### src/hdl/assert_macros.svh
// Assertion helpers shared by the RTL files.
`ifndef ASSERT_MACROS_SVH
`define ASSERT_MACROS_SVH

// Same-cycle implication, checked on the rising clock edge outside reset.
`define ASSERT_IMP(lbl, clk, rst_n, ante, cons, msg) \
    lbl: assert property (@(posedge clk) disable iff (!rst_n) (ante) |-> (cons)) \
        else $error(msg);

// Next-cycle implication, checked on the rising clock edge outside reset.
`define ASSERT_NXT(lbl, clk, rst_n, ante, cons, msg) \
    lbl: assert property (@(posedge clk) disable iff (!rst_n) (ante) |=> (cons)) \
        else $error(msg);

`endif

### src/hdl/fbrd_pkg.sv
`timescale 1ns / 1ps
package fbrd_pkg;

    // Field widths fixed by the request and write formats.
    localparam int X_W     = 10;
    localparam int ROW_W   = 9;
    localparam int ADDR_W  = 13;
    localparam int CNT_W   = 5;
    localparam int WORD_W  = 5;
    localparam int WPR_W   = 7;
    localparam int ROWCMP_W = 11;

    // Longest span, in word writes.
    localparam int MAX_WRITES = 20;

    // Descriptor queue between the front and back parts.
    localparam int Q_DEPTH = 2;
    localparam int Q_AW    = 1;
    localparam int Q_CW    = 2;

    localparam logic [31:0] ALL_ONES = 32'hFFFF_FFFF;

    // Request codes.
    typedef enum logic [1:0] {
        REQ_PIXEL  = 2'd0,
        REQ_BITMAP = 2'd1,
        REQ_SET    = 2'd2,
        REQ_CLEAR  = 2'd3
    } t_req_type;

    // Bitmap row width codes; any other code means thirty-two bits.
    localparam logic [1:0] PSZ_8  = 2'd0;
    localparam logic [1:0] PSZ_16 = 2'd1;

    // One drawing request.
    typedef struct packed {
        t_req_type          req_type;
        logic [X_W-1:0]     x_start;
        logic [X_W-1:0]     x_end;
        logic [ROW_W-1:0]   row;
        logic [31:0]        pattern;
        logic [1:0]         pattern_size;
    } t_req;

    // One masked word write.
    typedef struct packed {
        logic [ADDR_W-1:0]  word_addr;
        logic [31:0]        and_mask;
        logic [31:0]        set_bits;
        logic               last;
    } t_result;

    // Classified request: a run of cnt+1 writes starting at addr.
    typedef struct packed {
        logic [ADDR_W-1:0]  addr;
        logic [CNT_W-1:0]   cnt;
        logic [31:0]        m_first;
        logic [31:0]        m_last;
        logic               clr;
    } t_desc;

    // Queue status seen by the front and back parts.
    typedef struct packed {
        logic full;
        logic empty;
    } t_q_status;

endpackage

### src/hdl/fbrd_front.sv
`timescale 1ns / 1ps
module fbrd_front
    import fbrd_pkg::*;
#(
    parameter int WORDS_PER_ROW = 20,
    parameter int ROWS = 400
) (
    input  logic      i_clk,
    input  logic      i_rst_n,
    input  logic      i_start,
    input  t_req      i_req,
    output logic      o_busy,
    input  t_q_status i_q_status,
    output logic      o_push,
    output t_desc     o_desc
);

    localparam int COLS_USED = (WORDS_PER_ROW < MAX_WRITES) ? WORDS_PER_ROW : MAX_WRITES;
    localparam logic [X_W-1:0] X_LIMIT = X_W'(COLS_USED * 32 - 1);
    localparam logic [WPR_W-1:0] WPR_V = WPR_W'(WORDS_PER_ROW);
    localparam logic [ROWCMP_W-1:0] ROWS_V = ROWCMP_W'(ROWS);

    logic       r_in_valid;
    logic       n_in_valid;
    t_req       r_in;
    logic       accept;
    logic       consume;

    logic [X_W-1:0]          xa;
    logic [X_W-1:0]          xb;
    logic [X_W-1:0]          lo_x;
    logic [X_W-1:0]          hi_x;
    logic                    row_ok;
    logic [ROW_W+WPR_W-1:0]  base;
    logic [WORD_W-1:0]       word;
    logic [63:0]             pat_left;
    logic [63:0]             pat_shift;
    logic [5:0]              pat_w;
    logic                    spill;
    t_desc                   desc;

    // Input register: one transaction held until the queue takes it.
    assign accept  = i_start && !o_busy;
    assign consume = r_in_valid && !i_q_status.full;
    assign o_busy  = r_in_valid && i_q_status.full;

    always_comb begin
        n_in_valid = r_in_valid;
        if (accept) begin
            n_in_valid = 1'b1;
        end else if (consume) begin
            n_in_valid = 1'b0;
        end
    end

    always_ff @(posedge i_clk) begin
        if (!i_rst_n) begin
            r_in_valid <= 1'b0;
        end else begin
            r_in_valid <= n_in_valid;
        end
    end

    always_ff @(posedge i_clk) begin
        if (accept) begin
            r_in <= i_req;
        end
    end

    // Saturate columns, order span ends, check the row range and find the row base address.
    always_comb begin
        xa     = (r_in.x_start > X_LIMIT) ? X_LIMIT : r_in.x_start;
        xb     = (r_in.x_end > X_LIMIT) ? X_LIMIT : r_in.x_end;
        lo_x   = (xa < xb) ? xa : xb;
        hi_x   = (xa < xb) ? xb : xa;
        row_ok = ROWCMP_W'(r_in.row) < ROWS_V;
        base   = (ROW_W+WPR_W)'(r_in.row) * (ROW_W+WPR_W)'(WPR_V);
    end

    // Left-align the bitmap row in a two-word window, then shift it to its column.
    always_comb begin
        case (r_in.pattern_size)
            PSZ_8: begin
                pat_left = {r_in.pattern[7:0], 56'd0};
                pat_w    = 6'd8;
            end
            PSZ_16: begin
                pat_left = {r_in.pattern[15:0], 48'd0};
                pat_w    = 6'd16;
            end
            default: begin
                pat_left = {r_in.pattern, 32'd0};
                pat_w    = 6'd32;
            end
        endcase
        pat_shift = pat_left >> xa[4:0];
        spill     = (7'(xa[4:0]) + 7'(pat_w)) > 7'd32;
    end

    // Build the write-run descriptor for each request kind.
    always_comb begin
        desc.clr     = 1'b0;
        desc.cnt     = '0;
        desc.m_first = ALL_ONES;
        desc.m_last  = ALL_ONES;
        word         = xa[X_W-1:5];
        case (r_in.req_type)
            REQ_PIXEL: begin
                desc.m_first = 32'h8000_0000 >> xa[4:0];
            end
            REQ_BITMAP: begin
                desc.m_first = pat_shift[63:32];
                if (spill) begin
                    desc.cnt    = CNT_W'(1);
                    desc.m_last = pat_shift[31:0];
                end
            end
            REQ_SET, REQ_CLEAR: begin
                word         = lo_x[X_W-1:5];
                desc.cnt     = CNT_W'(hi_x[X_W-1:5] - lo_x[X_W-1:5]);
                desc.m_first = ALL_ONES >> lo_x[4:0];
                desc.m_last  = ALL_ONES << (~hi_x[4:0]);
                desc.clr     = (r_in.req_type == REQ_CLEAR);
            end
            default: begin
                desc.cnt = '0;
            end
        endcase
        desc.addr = base[ADDR_W-1:0] + ADDR_W'(word);
    end

    // Rows off the screen are dropped without a write.
    assign o_push = consume && row_ok;
    assign o_desc = desc;

endmodule

### src/hdl/fbrd_queue.sv
`timescale 1ns / 1ps
`include "assert_macros.svh"
module fbrd_queue
    import fbrd_pkg::*;
(
    input  logic      i_clk,
    input  logic      i_rst_n,
    input  logic      i_push,
    input  t_desc     i_desc,
    input  logic      i_pop,
    output t_desc     o_desc,
    output t_q_status o_status
);

    t_desc             r_mem [Q_DEPTH];
    logic [Q_AW-1:0]   r_wptr;
    logic [Q_AW-1:0]   r_rptr;
    logic [Q_CW-1:0]   r_count;
    logic [Q_AW-1:0]   n_wptr;
    logic [Q_AW-1:0]   n_rptr;
    logic [Q_CW-1:0]   n_count;

    // Pointer and fill-count update.
    always_comb begin
        n_wptr  = i_push ? r_wptr + Q_AW'(1) : r_wptr;
        n_rptr  = i_pop ? r_rptr + Q_AW'(1) : r_rptr;
        n_count = r_count;
        if (i_push && !i_pop) begin
            n_count = r_count + Q_CW'(1);
        end else if (i_pop && !i_push) begin
            n_count = r_count - Q_CW'(1);
        end
    end

    always_ff @(posedge i_clk) begin
        if (!i_rst_n) begin
            r_wptr  <= '0;
            r_rptr  <= '0;
            r_count <= '0;
        end else begin
            r_wptr  <= n_wptr;
            r_rptr  <= n_rptr;
            r_count <= n_count;
        end
    end

    // Descriptor storage.
    always_ff @(posedge i_clk) begin
        if (i_push) begin
            r_mem[r_wptr] <= i_desc;
        end
    end

    assign o_desc         = r_mem[r_rptr];
    assign o_status.full  = (r_count == Q_CW'(Q_DEPTH));
    assign o_status.empty = (r_count == '0);

    // Checks on queue occupancy.
    `ASSERT_IMP(a_count_max, i_clk, i_rst_n, 1'b1, r_count <= Q_CW'(Q_DEPTH), "queue overfilled")
    `ASSERT_IMP(a_pop_nonempty, i_clk, i_rst_n, i_pop, r_count != '0, "pop from empty queue")
    `ASSERT_NXT(a_push_grows, i_clk, i_rst_n, i_push && !i_pop, r_count == $past(r_count) + Q_CW'(1), "push lost")

endmodule

### src/hdl/fbrd_back.sv
`timescale 1ns / 1ps
`include "assert_macros.svh"
module fbrd_back
    import fbrd_pkg::*;
(
    input  logic      i_clk,
    input  logic      i_rst_n,
    input  t_q_status i_q_status,
    input  t_desc     i_desc,
    output logic      o_pop,
    output logic      o_strobe,
    output t_result   o_result
);

    logic             r_active;
    logic             n_active;
    t_desc            r_desc;
    logic [CNT_W-1:0] r_k;
    logic [CNT_W-1:0] n_k;
    logic             r_strobe;
    t_result          r_result;
    t_result          n_result;
    logic             at_last;
    logic [31:0]      mask;

    // Take the next descriptor when idle or on the final write of the current one.
    assign at_last = (r_k == r_desc.cnt);
    assign o_pop   = !i_q_status.empty && (!r_active || at_last);

    always_comb begin
        n_active = r_active;
        n_k      = r_k + CNT_W'(1);
        if (o_pop) begin
            n_active = 1'b1;
            n_k      = '0;
        end else if (r_active && at_last) begin
            n_active = 1'b0;
        end
    end

    always_ff @(posedge i_clk) begin
        if (!i_rst_n) begin
            r_active <= 1'b0;
            r_k      <= '0;
            r_strobe <= 1'b0;
        end else begin
            r_active <= n_active;
            r_k      <= n_k;
            r_strobe <= r_active;
        end
    end

    always_ff @(posedge i_clk) begin
        if (o_pop) begin
            r_desc <= i_desc;
        end
    end

    // Edge masks on the first and final words, full words between.
    always_comb begin
        mask = ((r_k == '0) ? r_desc.m_first : ALL_ONES) & (at_last ? r_desc.m_last : ALL_ONES);
        n_result.word_addr = r_desc.addr + ADDR_W'(r_k);
        n_result.last      = at_last;
        if (r_desc.clr) begin
            n_result.and_mask = ~mask;
            n_result.set_bits = '0;
        end else begin
            n_result.and_mask = ALL_ONES;
            n_result.set_bits = mask;
        end
    end

    always_ff @(posedge i_clk) begin
        r_result <= n_result;
    end

    assign o_strobe = r_strobe;
    assign o_result = r_result;

    // A run of writes is never broken up, the counter stays within the run, and no descriptor is replaced early.
    `ASSERT_NXT(a_run_contig, i_clk, i_rst_n, o_strobe && !o_result.last, o_strobe, "write run broken")
    `ASSERT_IMP(a_k_bound, i_clk, i_rst_n, r_active, r_k <= r_desc.cnt, "write counter overrun")
    `ASSERT_IMP(a_pop_ok, i_clk, i_rst_n, o_pop, !r_active || at_last, "descriptor replaced early")

endmodule

### src/hdl/framebuffer_row_draw_engine_unit.sv
`timescale 1ns / 1ps
// Row draw engine for a 1-bit-per-pixel framebuffer of 32-bit words.
// A request enters when start is high and busy is low; i_req carries the
// request kind, columns, row, bitmap pattern and pattern width.
// Each request becomes a run of masked word writes, new = (old & and_mask) | set_bits,
// presented on o_result for one cycle each and marked by o_strobe; the last
// write of a run has o_result.last set. Rows at or past ROWS give no writes.
// The receiver cannot stall: every strobe cycle is a taken write.
// When idle, a request's first write follows its accept through the input register,
// the queue and the descriptor and result registers. The write stage issues one word
// per cycle; a request makes one write (pixel), one or two (bitmap row) or up to 20
// (span), and the runs of queued requests follow each other with no gap. While the
// queue has room, the front part classifies one request per cycle into a two-entry
// queue; busy rises only when its input register holds a request and the queue is
// full. Reset (synchronous, active low) empties the queue and the write stage.
module framebuffer_row_draw_engine_unit
    import fbrd_pkg::*;
#(
    parameter int WORDS_PER_ROW = 20,
    parameter int ROWS = 400
) (
    input  logic    i_clk,
    input  logic    i_rst_n,
    input  logic    start,
    output logic    busy,
    input  t_req    i_req,
    output logic    o_strobe,
    output t_result o_result
);

    t_q_status q_status;
    logic      push;
    logic      pop;
    t_desc     push_desc;
    t_desc     head_desc;

    // Request classification.
    fbrd_front #(
        .WORDS_PER_ROW (WORDS_PER_ROW),
        .ROWS          (ROWS)
    ) u_front (
        .i_clk      (i_clk),
        .i_rst_n    (i_rst_n),
        .i_start    (start),
        .i_req      (i_req),
        .o_busy     (busy),
        .i_q_status (q_status),
        .o_push     (push),
        .o_desc     (push_desc)
    );

    // Descriptor queue.
    fbrd_queue u_queue (
        .i_clk    (i_clk),
        .i_rst_n  (i_rst_n),
        .i_push   (push),
        .i_desc   (push_desc),
        .i_pop    (pop),
        .o_desc   (head_desc),
        .o_status (q_status)
    );

    // Word write sequencer.
    fbrd_back u_back (
        .i_clk      (i_clk),
        .i_rst_n    (i_rst_n),
        .i_q_status (q_status),
        .i_desc     (head_desc),
        .o_pop      (pop),
        .o_strobe   (o_strobe),
        .o_result   (o_result)
    );

endmodule

### config.mk
export PLATFORM = sky130hd
export DESIGN_NAME = framebuffer_row_draw_engine_unit
export DESIGN_NICKNAME = d
export VERILOG_FILES = /design/src/hdl/fbrd_pkg.sv /design/src/hdl/fbrd_front.sv /design/src/hdl/fbrd_queue.sv /design/src/hdl/fbrd_back.sv /design/src/hdl/framebuffer_row_draw_engine_unit.sv
export VERILOG_INCLUDE_DIRS = /design/src /design/src/hdl
export SDC_FILE = /design/constraint.sdc
export NUM_CORES = 1
export LEC_CHECK = 0
export BUFFER_PORTS_ARGS = -buffer_cell sky130_fd_sc_hd__buf_2
export CAP_MARGIN = 15
export CORE_AREA = 2 2 206 208
export CTS_CLUSTER_DIAMETER = 30
export DETAILED_ROUTE_END_ITERATION = 8
export DIE_AREA = 0 0 208 210
export GPL_ROUTABILITY_DRIVEN = 1
export SLEW_MARGIN = 40
export SYNTH_ARGS = -nofsm -noshare
export SYNTH_HDL_FRONTEND = slang
export SYNTH_SLANG_ARGS = --single-unit
### constraint.sdc
create_clock -name i_clk -period 5 [get_ports i_clk]
set_input_delay 0.25 -clock i_clk [delete_from_list [all_inputs] [get_ports i_clk]]
set_output_delay 0.25 -clock i_clk [all_outputs]
set_load 0.1 [all_outputs]
==> impl_metrics.tcl <==
set metrics [dict create \
    yosysSeqAreaShare_pct 60.64 \
    grt_pass1_vias 13068 \
    endpoint_kind "flop" \
    finalHoldViolCount 0 \
    layout-drive-gt1-share_pct 28.29 \
    worst_slew_pin_slew_ps 880.4 \
    place.gp.congestion 0.9836 \
    cp-start-kind "flop" \
    hold_class "in -> reg" \
    cp_slowest_stage_delay_ps 650 \
    synth_area_leaders "edfxtp_1 51%, dfxtp_1 9.7%, mux2_2 6.4%" \
    cp_slowest_cell "or4_1" \
    path_cells "o21a_1 > nor2_2 > ha_1 > or3_4 > a21oi_2 > a221oi_2 > or4_1 > nand2_4 > nor2_1 > mux2_2 > ha_1 > a21o_1 > nand2_1 > nor3_2 > nand3_1 > nor4_2 > xnor2_1 > xnor2_1" \
    synth_seq_cells 404 \
    p_leak_nw 8.873 \
    grt_pass1_wl_mm 77.45 \
    cts_tree "yes" \
    area_growth_pct 28.13 \
    cts-htree-levels 3 \
    worstPathArrival_ps 5050 \
    wl_per_cell_microns 22.22 \
    final_cell_mix "314 x edfxtp_1, 147 x buf_2, 108 x nor2_1, 105 x mux2_2, 92 x nand2_1" \
    intPower_mw 9.691 \
    ys_types 82 \
    hold_ws_ps 332.5 \
    vias 13140 \
    dp_cells 2084 \
    insertion_delay_ps 620 \
    final_common_cell "edfxtp_1" \
    initial_core_util_pct 44.65 \
    num_antenna_cells 0 \
    ant_nets 0 \
    die_w_microns 208 \
    async_reset_ff_share_pct 0 \
    avgSynthCellArea_sq_um 12.96 \
    synthAdderAreaFrac_pct 2.797 \
    drtPass1Iterations 5 \
    tns_ps 0 \
    die_area_sq_um 43680 \
    swShare_pct 38.55 \
    fmax_ghz 0.2121 \
    synth_simple_gate_area_share_pct 8.181 \
    coreArea_sq_um 41480 \
    fillerInstances 3365 \
    nets 1803 \
    grt.overflow.total 0 \
    worst-endpoint-required_ps 5340 \
    drt_wl_total_mm 51.18 \
    io_buffers 147 \
    power_mw 15.77 \
    ir_drop_mv 0.4493 \
    final.min_clock_period_ps 4715 \
    synth_edf_count 314 \
    synthXorXnorAreaFrac_pct 1.655 \
    fin_crit_sh_pct 94.29 \
    post_cts_buffers 0 \
    setup_viol 0 \
    synth_top_family_by_area "compound AO/OA/AOI/OAI gates" \
    rsz0062_at_grt "false" \
    synth_fp_nets 1536 \
    ctsRootBufferMaster "clkbuf_16" \
    critPathMaxFanout 10 \
    p_clk_share_pct 35.7 \
    die_h_microns 210 \
    criticalPathCategory "reg -> reg" \
    yosysTopAreaCell "edfxtp_1" \
    clkSinkCount 404 \
    synthCells 1429 \
    status "complete, no violations" \
    final_cells 2303 \
    clk_pin_slew_ps 50 \
    grt_max_degree 84 \
    cts_buffers 80 \
    drv_cap 0 \
    drt_iter0_drc 967 \
    vias_per_cell 5.706 \
    final.setup_skew_ps 35.38 \
    p_sw_mw 6.078 \
    synth-compound-area-share_pct 12.48 \
    hpwl_mm 35.35 \
    relSlewSlack_pct 41.31 \
    yosysTopAreaCellShare_pct 50.91 \
    rows 75 \
    syn-cell-area_sq_um 18520 \
    drv_slew 0 \
    clockBufferDepth 3 \
    p_seq_share_pct 31.9 \
    ys_warn_count 0 \
    ys.flop_type "edfxtp_1" \
    synthMuxAreaShare_pct 11.40 \
    pwr-share-comb_pct 32.4 \
    power_density_nw_per_um2 664.5 \
    utilization_pct 57.22 \
    io-pin-count 148 \
    grt_usage_pct 23.36 \
    drc 0 \
    antenna_found_initial 0 \
]
==> path summary, 6_finish.rpt <==
check | startpoint | to | slack, ps | depth (start not counted)
setup reg to reg | u_front.r_in[52] | u_queue.r_mem[1][82] | 290 | 18
hold / removal | i_req[1] | u_front.r_in[1] | 330 | 2
setup / recovery | u_front.r_in[52] | u_queue.r_mem[1][82] | 290 | 18
hold reg to reg | u_back.r_desc[82] | u_back.o_result[77] | 470 | 1
==> registers in the layout, summed over array words and instances (netlist names), 2 cells and up <==
register         cells
u_queue.r_count      2
u_front.r_in        65
u_back.r_desc       83
u_back.o_result     78
u_back.r_k           5
u_queue.r_mem      166
==> synthesized netlist by cell type (8+ instances only) <==
cell type and instances:
and2_1 9, inv_1 36, mux2_2 105, o22ai_1 36, dfxtp_1 90, o21ai_1 9
a22oi_1 23, xnor2_1 19, buf_2 9, o21a_1 9, a21oi_1 49, a21o_1 10
edfxtp_1 314, xor2_1 16, mux4_2 17, nand3_1 32, a31oi_1 8, o211ai_1 20
mux2i_1 53, nor2_1 114, o21ai_0 43, clkbuf_1 57, nor3_1 27, ha_1 35
o221ai_1 41, nand2_1 92, nor2b_1 8, a211oi_1 8
==> metal layers <==
layer	vias to the layer above	GRT usage, %	share of wire, %
met2	497	36.06	45
met1	6431	31.51	44
met3	118	5.810	6.9
li1	6094	-	-
met4	0	10.08	3.6
met5	-	0	0
==> critical path, delay by kind of cell (launching register included) <==
| kind | cells | cell delay, ps |
|---|---|---|
| AND/OR/NAND/NOR | 9 | 2140 |
| AO/OA/AOI/OAI | 4 | 750 |
| adder cells (fa/ha/maj) | 2 | 580 |
| flip-flops | 1 | 370 |
| multiplexers | 1 | 300 |
| XOR/XNOR | 2 | 270 |
==> logic make-up (layout without fill, tap and decap cells) <==
group	count (synthesis)	in the layout
flip-flops	404	404
AND/OR/NAND/NOR	327	327
AO/OA/AOI/OAI	326	326
multiplexers	176	176
buffers and inverters	122	457
adder cells (fa/ha/maj)	39	39
XOR/XNOR	35	35
==> final cells by class <==
class | instances | area, sq um | area share (%)
clock buffer | 98 | 2280 | 9.606
clock inverter | 52 | 673.1 | 2.837
sequential | 404 | 11230 | 47.34
multi-input combinational | 903 | 6855 | 28.89
tap | 539 | 674.4 | 2.842
timing repair buffer | 267 | 1864 | 7.856
inverter | 40 | 150.1 | 0.6327
==> power by group through the flow <==
stage | Sequential [mW] | Combinational, mW | Clock [mW]
after floorplan | 7.11 | 1.89 | 0
after global placement | 5.05 | 5.03 | 0
after detailed placement | 5.08 | 5.04 | 0
after CTS | 5.03 | 5.11 | 5.73
after global routing | 5.11 | 5.39 | 5.92
final | 5.03 | 5.11 | 5.63
==> timing repair <==
action	CTS	global route
hold buffers	68	0
hold endpoints to repair	73	0
resized for setup	0	3
endpoints found under the setup margin	0	4
==> through the flow <==
step           setup WS, ps  area, sq um
2_1_floorplan         60.69        18540
3_3_place_gp          434.3        20050
3_5_place_dp          297.0        20070
4_1_cts               269.7        23710
5_1_grt               11.19        23730
6_report              285.5        23730
Power figures use the tool's default switching activity.
